File: src/rtl/mofms_pkg.sv
// ----------------------------------------------------------------------------
// Frame mark scheduler package
// Shared types and constants for the frame mark scheduler.
// ----------------------------------------------------------------------------
package mofms_pkg;

  typedef struct packed {
    logic        req_type;
    logic [31:0] frame_id;
    logic        key_req;
    logic [15:0] gap_len;
    logic [2:0]  out_sel;
  } in_item_t;

  typedef struct packed {
    logic        repeat_frame;
    logic [31:0] frame_number;
    logic        keyframe_flag;
    logic        skip_flag;
    logic [15:0] gap_frames;
    logic [2:0]  status;
  } out_item_t;

  localparam logic [2:0] ST_OK        = 3'd0;
  localparam logic [2:0] ST_KEY_DUP   = 3'd1;
  localparam logic [2:0] ST_KEY_PAST  = 3'd2;
  localparam logic [2:0] ST_MISS_KEY  = 3'd3;
  localparam logic [2:0] ST_MISS_GAP  = 3'd4;
  localparam logic [2:0] ST_MISS_SKIP = 3'd5;
  localparam logic [2:0] ST_FULL      = 3'd6;

  localparam logic CFG_OUTPUT_COUNT = 1'b0;
  localparam logic CFG_HALF_MASK    = 1'b1;

  typedef enum logic [2:0] {
    CMD_IDLE,
    CMD_START,
    CMD_GAP,
    CMD_KEY_RD,
    CMD_KEY,
    CMD_SC_RD,
    CMD_SC
  } cmd_op_t;

  typedef struct packed {
    cmd_op_t    op;
    logic [3:0] outp;
  } cmd_t;

  typedef struct packed {
    logic [3:0] n_used;
    logic       key_stop;
  } stat_t;

endpackage

File: src/rtl/mofms_ctrl.sv
// ----------------------------------------------------------------------------
// Frame mark scheduler controller
// Sequences the per-output passes of one transaction.
// ----------------------------------------------------------------------------
module mofms_ctrl import mofms_pkg::*; (
  input  logic     clk,
  input  logic     rst_n,
  input  logic     in_fire,
  input  in_item_t item,
  input  stat_t    stat,
  input  logic     out_fire,
  output logic     busy,
  output logic     out_valid,
  output cmd_t     cmd
);

  localparam logic [2:0] S_IDLE = 3'd0, S_START = 3'd1, S_GAP = 3'd2,
                         S_KRD = 3'd3, S_KEY = 3'd4, S_SRD = 3'd5,
                         S_SC = 3'd6, S_OUT = 3'd7;

  logic [2:0] state_r, state_nxt;
  logic [3:0] o_r, o_nxt;

  assign busy = state_r != S_IDLE;
  assign out_valid = state_r == S_OUT;

  always_comb begin
    state_nxt = state_r;
    o_nxt = o_r;
    cmd.outp = o_r;
    cmd.op = CMD_IDLE;
    unique case (state_r)
      S_IDLE: if (in_fire) state_nxt = S_START;
      S_START: begin
        cmd.op = CMD_START;
        o_nxt = 4'd0;
        if (item.req_type) begin
          o_nxt = {1'b0, item.out_sel};
          state_nxt = S_SRD;
        end else if (item.gap_len != 16'd0 && stat.n_used != 4'd0) state_nxt = S_GAP;
        else if (item.key_req && stat.n_used != 4'd0) state_nxt = S_KRD;
        else state_nxt = S_OUT;
      end
      S_GAP: begin
        cmd.op = CMD_GAP;
        o_nxt = o_r + 4'd1;
        if (o_r + 4'd1 >= stat.n_used) begin
          o_nxt = 4'd0;
          state_nxt = item.key_req ? S_KRD : S_OUT;
        end
      end
      S_KRD: begin
        cmd.op = CMD_KEY_RD;
        state_nxt = S_KEY;
      end
      S_KEY: begin
        cmd.op = CMD_KEY;
        o_nxt = o_r + 4'd1;
        state_nxt = (o_r + 4'd1 >= stat.n_used) ? S_OUT : S_KRD;
      end
      S_SRD: begin
        cmd.op = CMD_SC_RD;
        state_nxt = S_SC;
      end
      S_SC: begin
        cmd.op = CMD_SC;
        state_nxt = S_OUT;
      end
      S_OUT: if (out_fire) state_nxt = S_IDLE;
      default: state_nxt = S_IDLE;
    endcase
    if (state_r == S_KRD && stat.key_stop) state_nxt = S_OUT;
  end

  always_ff @(posedge clk) begin
    if (!rst_n) begin
      state_r <= S_IDLE;
      o_r <= 4'd0;
    end else begin
      state_r <= state_nxt;
      o_r <= o_nxt;
    end
  end

endmodule

File: config.mk
export PLATFORM = sky130hd
export DESIGN_NAME = mofms_ctrl
export DESIGN_NICKNAME = d
export VERILOG_FILES = /design/src/rtl/mofms_pkg.sv /design/src/rtl/mofms_ctrl.sv
export SDC_FILE = /design/constraint.sdc
export NUM_CORES = 1
export LEC_CHECK = 0
export CORE_AREA = 4 4 41 43
export DETAILED_ROUTE_END_ITERATION = 7
export DIE_AREA = 0 0 45 47
export DONT_BUFFER_PORTS = 1
export GPL_ROUTABILITY_DRIVEN = 0
export PLACE_DENSITY_LB_ADDON = 0.05
export SYNTH_ARGS = -nofsm -noshare
export SYNTH_HDL_FRONTEND = slang
export SYNTH_SLANG_ARGS = --single-unit
File: constraint.sdc
create_clock -name clk -period 1.65 [get_ports clk]
set_input_delay 0.165 -clock clk [delete_from_list [all_inputs] [get_ports clk]]
set_output_delay 0.165 -clock clk [all_outputs]
set_load 0.01 [all_outputs]
Word-level counts from Yosys, hierarchy flattened
Index checks and enable logic that the tools add are counted.
{ "totals": {"elab_cells": 37, "output_inout_bits": 9, "inputBits": 62, "regBits": 7} }
{ "op_classes": {"mux": 14, "n_eq_ne": 10, "order_cmp": 1, "n_reduce_logical": 9, "add_sub_neg": 1} }
{ "ops": {"columns": ["operator", "count"], "rows": [
  ["two-way mux 3 bit", 10],
  ["case mux 3 bit (8 select lines)", 1],
  ["case mux 3 bit (6 select lines)", 1],
  ["nonzero test 16 bit", 1],
  ["== test 3 bit, second input constant", 4],
  ["case mux 4 bit (3 select lines)", 1],
  ["== test 3 x 2 -> 1 bit, second input constant", 2],
  ["!= test 3 bit, second input constant", 2],
  ["nonzero test 3 bit", 2],
  ["adder 4 x 1 -> 4 bit, second input constant", 1],
  [">= comparator 4 bit", 1],
  ["two-way mux 4 bit", 1],
  ["nonzero test 4 bit", 1],
  ["== test 3 x 1 -> 1 bit, second input constant", 1],
  ["logical AND 1 bit", 3],
  ["zero test 3 bit", 1],
  ["!= test 3 x 2 -> 1 bit, second input constant", 1],
  ["AND reduction 3 bit", 1]
]} }

Depth between registers and ports, before layout
{ "depth": {"word_depth": 7, "depth_mapped": 7, "ltp_nobuf": 7} }

Worst setup path after synthesis
OpenSTA, ideal clock, no wires.
{ "synth_path": {"path_kind": "flip-flop to flip-flop", "from": "register o_r[0]", "to": "register state_r[2]", "setup_ps": 138, "path_slack_ps": -196, "stages_incl_launch_ff": 8, "required_time_ps": 1512, "synth_period_minus_slack_ps": 1846, "path_buffers": 0, "arrival_ps": 1708, "path_cell_list": "dfxtp_1 nand3_1 xnor2_1 ha_1 a21oi_1 o21ai_0 o311ai_0 a211oi_2"} }
{ "synth_via": {"elab_chain_len": 5, "elab_cells_between_ends": 7, "cone_classes": "1 x add/sub; 1 x order compare; 1 x eq/ne; 3 x mux; 1 x reduce/logical"} }
{ "synth_lines": {"columns": ["element", "line", "text"], "rows": [
  ["from (decl)", "mofms_ctrl.sv:22", "logic [3:0] o_r, o_nxt;"],
  ["from (signal assigned)", "mofms_ctrl.sv:81", "o_r <= o_nxt;"],
  ["adder 4 x 1 -> 4 bit (*)", "mofms_ctrl.sv:47, mofms_ctrl.sv:59", null],
  [">= comparator 4 bit (*)", "mofms_ctrl.sv:47, mofms_ctrl.sv:59", null],
  ["two-way mux 3 bit", "mofms_ctrl.sv:59", "state_nxt = (o_r + 4'd1 >= stat.n_used) ? S_OUT : S_KRD;"],
  ["case mux 3 bit (8 select lines)", "mofms_ctrl.sv:32", "unique case (state_r)"],
  ["two-way mux 3 bit", "mofms_ctrl.sv:72", "if (state_r == S_KRD && stat.key_stop) state_nxt = S_OUT;"],
  ["to (signal assigned)", "mofms_ctrl.sv:80", "state_r <= state_nxt;"],
  ["to (decl)", "mofms_ctrl.sv:21", "logic [2:0] state_r, state_nxt;"]
]} }
Every way passes the cells marked *; elsewhere a longest branch is shown, timed or not.
A chain may end at the register's enable or synchronous reset.

Worst setup path in the final report
{ "layout_path": {"from": "register o_r[0]", "to": "register o_r[1]"} }
{ "layout_via": {"elab_chain_len": 4} }
{ "layout_lines": {"columns": ["element", "line", "text"], "rows": [
  ["adder 4 x 1 -> 4 bit (*)", "mofms_ctrl.sv:46, mofms_ctrl.sv:47, mofms_ctrl.sv:58", null],
  [">= comparator 4 bit", "mofms_ctrl.sv:47", "if (o_r + 4'd1 >= stat.n_used) begin"],
  ["two-way mux 4 bit", "mofms_ctrl.sv:47", null],
  ["case mux 4 bit (3 select lines) (*)", "mofms_ctrl.sv:32", null]
]} }
Marks and branches as above.

==> impl_summary.txt <==
----------------------------------------------------
[Global route]
  Maximum number of pins on one net before global-route repair ... 12
  Overall Global Routing Usage ... 17.4%
  Grt ovf ... 0
  Number of global-route vias before repair ... 686
  Antenna violations before repair ... 0
  First-pass GRT wire length ... 2700 um

[Clock tree]
  Insertion delay to the later sink of the worst-skew pair ... 0.25 ns
  Maximum root-to-sink buffer count ... 2
  Maximum level of the CTS H-tree ... 1
  Number of clock buffers inserted by TritonCTS ... 3
  CTS clock-pin slew for the worst setup and hold paths ... 0.05 ns
  Cell at the root of the clock tree ... clkbuf_4
  Sink count of the clock tree ... 7
  Clock tree from TritonCTS ... built

[Drt]
  Total DRC errors in the routed layout ... 0
  Via total after detailed routing ... 733
  Post-DR vias/cell ... 6.16
  Remaining antenna violation count after routing ... 0
  Count of routing violations after the opening detailed-route iteration ... 13
  WL/cell ... 14.9 um
  Total iterations of the first detailed-routing run ... 4
  Routed wire length ... 1780 um

[Placed design]
  Area after DPL ... 797 sq um
  Pre-CTS setup slack ... -0.205 ns
  Placed instance count ... 112
  IO Port Bufs ... 0
  Post-DP HPWL ... 1410 um

[Floorplan]
  Floorplan die area ... 0.00212 sq mm
  Effective utilization at floorplan ... 50.3%
  Io pins ... 71
  Die span in y ... 47 um
  Std-Cell Core Area ... 0.00130 sq mm
  Number of standard-cell rows in the floorplan ... 13
  Width of the chip ... 45 um

[Power]
  Switching component of the power ... 0.000697 W
  Logic pwr share ... 65.9%
  Internal Pwr Total ... 0.000814 W
  Maximum resistive drop on vdd ... 1.27 mV
  Part of the power in the clock network ... 10.0%
  Cell area power density ... 1700 mW/mm^2
  Leakage ... 0.353 nW
  Share of power burned in registers ... 24.1%
  Switch share ... 46.2%

[Timing]
  Worst Max-Slew Pin Slew ... 0.454 ns
  Headroom to the max-slew limit ... 69.5%
  Post-layout minimum cycle time ... 1.83 ns
  FMAX ... 0.545 GHz
  Fin crit share ... 111%
  Unrepaired setup endpoints after global routing ... true
  Final count of pins violating max slew ... 0
  Number of setup violations in the final report ... 6
  Slack of the critical path ... -0.184 ns
  Max Clock Skew ... 0.00811 ns
  Hold Violations, Final ... 0

[Job]
  Max-cap viol count ... 0

[Logic synthesis]
  Mean cell area of the mapped netlist ... 7.44 sq um
  Synthesized netlist cell count ... 88
  Synthesized netlist net count ... 155
  Cell type with the highest aggregate area in the netlist ... dfxtp_1
  Count of synthesis-stage warnings from yosys ... 0
  Area share of the largest cell type after synthesis ... 21.4%
  Part of the Yosys area used for sequential elements ... 21.4%
  Distinct cells, synth ... 36
  Netlist area before placement ... 654 sq um
  Top area cells in the synthesized netlist ... dfxtp_1 (21%), ha_1 (9.6%), nand2_1 (5.2%)
  Synth Flop Type ... dfxtp_1
  Count of flip-flops with a built-in enable after synthesis ... 0
  Most frequent cell after synthesis ... nand2_1
  Share of flip-flops with an asynchronous set or reset ... 0%
  Top cells by count, synth ... nand2_1 (9), dfxtp_1 (7), inv_1 (6), nor2_1 (6), o21ai_0 (6)
  Post-synthesis register bit count ... 7

[Critical path]
  Crit path arrival time ... 2.01 ns
  Crit path kind ... flip-flop to flip-flop
  Crit Reg-Reg Startpoint ... o_r[0]$_SDFFE_PN0P_
  Nature of the critical path startpoint ... flip-flop
  Data required time of the worst path ... 1.82 ns
  Critical Path Source ... o_r[0]$_SDFFE_PN0P_
  Maximum fanout along the worst path ... 4
  Crit path capture type ... flip-flop

[Finish]
  Fill cells ... 108
  Area of all placed cells without fillers ... 890 sq um
  Synth-to-layout area growth ... 35.9%
  Post-layout instance count excluding filler cells ... 119
  Fraction of final layout cells with drive strength greater than 1 ... 35.6%
  NumNets Final ... 172
  Number of antenna diodes ... 0

[Status]
  Outcome ... finished, violations left
  Violated checks ... negative setup slack

[Min path]
  Min-delay worst type ... input port to flip-flop
  Startpoint of the tightest hold check path ... rst_n

----------------------------------------------------
## final timing paths
check | end | slack, ns | cells after the start
worst max-delay path | o_r[1]$_SDFFE_PN0P_ | -0.18 | 7
worst min-delay path | o_r[0]$_SDFFE_PN0P_ | 0.04 | 2
worst max register to register | o_r[1]$_SDFFE_PN0P_ | -0.18 | 7
worst min register to register | o_r[1]$_SDFFE_PN0P_ | 0.60 | 2
## cells in the final DEF, fill, tap and decap left out, types with 2 or more instances in the layout
master,Yosys,layout
buf_4,0,15
nand2_1,9,9
inv_1,6,6
nor2_1,6,6
nor4_1,5,5
o21ai_0,6,5
nand3_1,5,4
dfxtp_1,7,4
a21oi_1,5,3
a31oi_1,3,3
ha_1,5,3
clkbuf_4,0,3
dfxtp_4,0,3
a21boi_0,2,2
a21o_1,2,2
a211o_1,2,2
## critical path, stage by stage, from the launching register on
cell and delay [ns]:
dfxtp_4 0.37, nand3_4 0.08, xnor2_2 0.14, ha_1 0.32, a21oi_2 0.21, o2111ai_2 0.16
a211o_1 0.33, a31oi_1 0.15
## stage by stage
stage	total power [W]	hold WS (ns)	TNS [ns]	util, %
floorplan	0.00105	0.293	-0.123	-
global placement	0.00125	0.304	-0.784	61.3
detailed placement	0.00126	0.299	-0.924	61.3
CTS	0.00145	0.0302	-0.501	64.7
global route	0.00164	0.0347	-1.20	68.4
finish	0.00151	0.0392	-0.817	68.4
## final cells by class
class	count	area [sq um]	area share (%)
inverter	6	22.5	2.53
sequential	7	151	17.0
tap	15	18.8	2.11
timing repair buffer	15	113	12.7
clock buffer	4	26.3	2.95
multi-input combinational	72	558	62.7
## registers in the layout (all words and copies together) (netlist names)
signal and cells:
o_r 4, state_r 3
## metal layers
layer	global-route usage, %	part of all wire, %	vias up
met5	0	0	-
met4	3.51	0	0
met3	6.90	11	0
met2	31.6	49	35
met1	19.3	39	333
li1	-	-	365
## power groups by stage
stage	clock network [W]	logic [W]	registers, W
2_1_floorplan	0	0.000750	0.000298
3_3_place_gp	0	0.000894	0.000353
3_5_place_dp	0	0.000903	0.000354
4_1_cts	0.000159	0.000932	0.000354
5_1_grt	0.000166	0.00110	0.000376
6_report	0.000151	0.000995	0.000364
## what timing repair did
| item | 4_1_cts | 5_1_grt |
|---|---|---|
| pin swaps | 6 | 8 |
| gates resized for setup | 2 | 4 |
| hold buffers | 0 | 0 |
| endpoints found under the setup margin | 6 | 6 |
| setup buffers | 0 | 3 |
## logic make-up after synthesis
family,Yosys count,share of synthesized area (%)
AND/OR/NAND/NOR,35,28.5
buffers and inverters,9,6.50
flip-flops,7,21.4
XOR/XNOR,2,2.68
adder cells (fa/ha/maj),5,9.56
AO/OA/AOI/OAI,30,31.4
No activity file was read; power rests on OpenSTA's default activity.
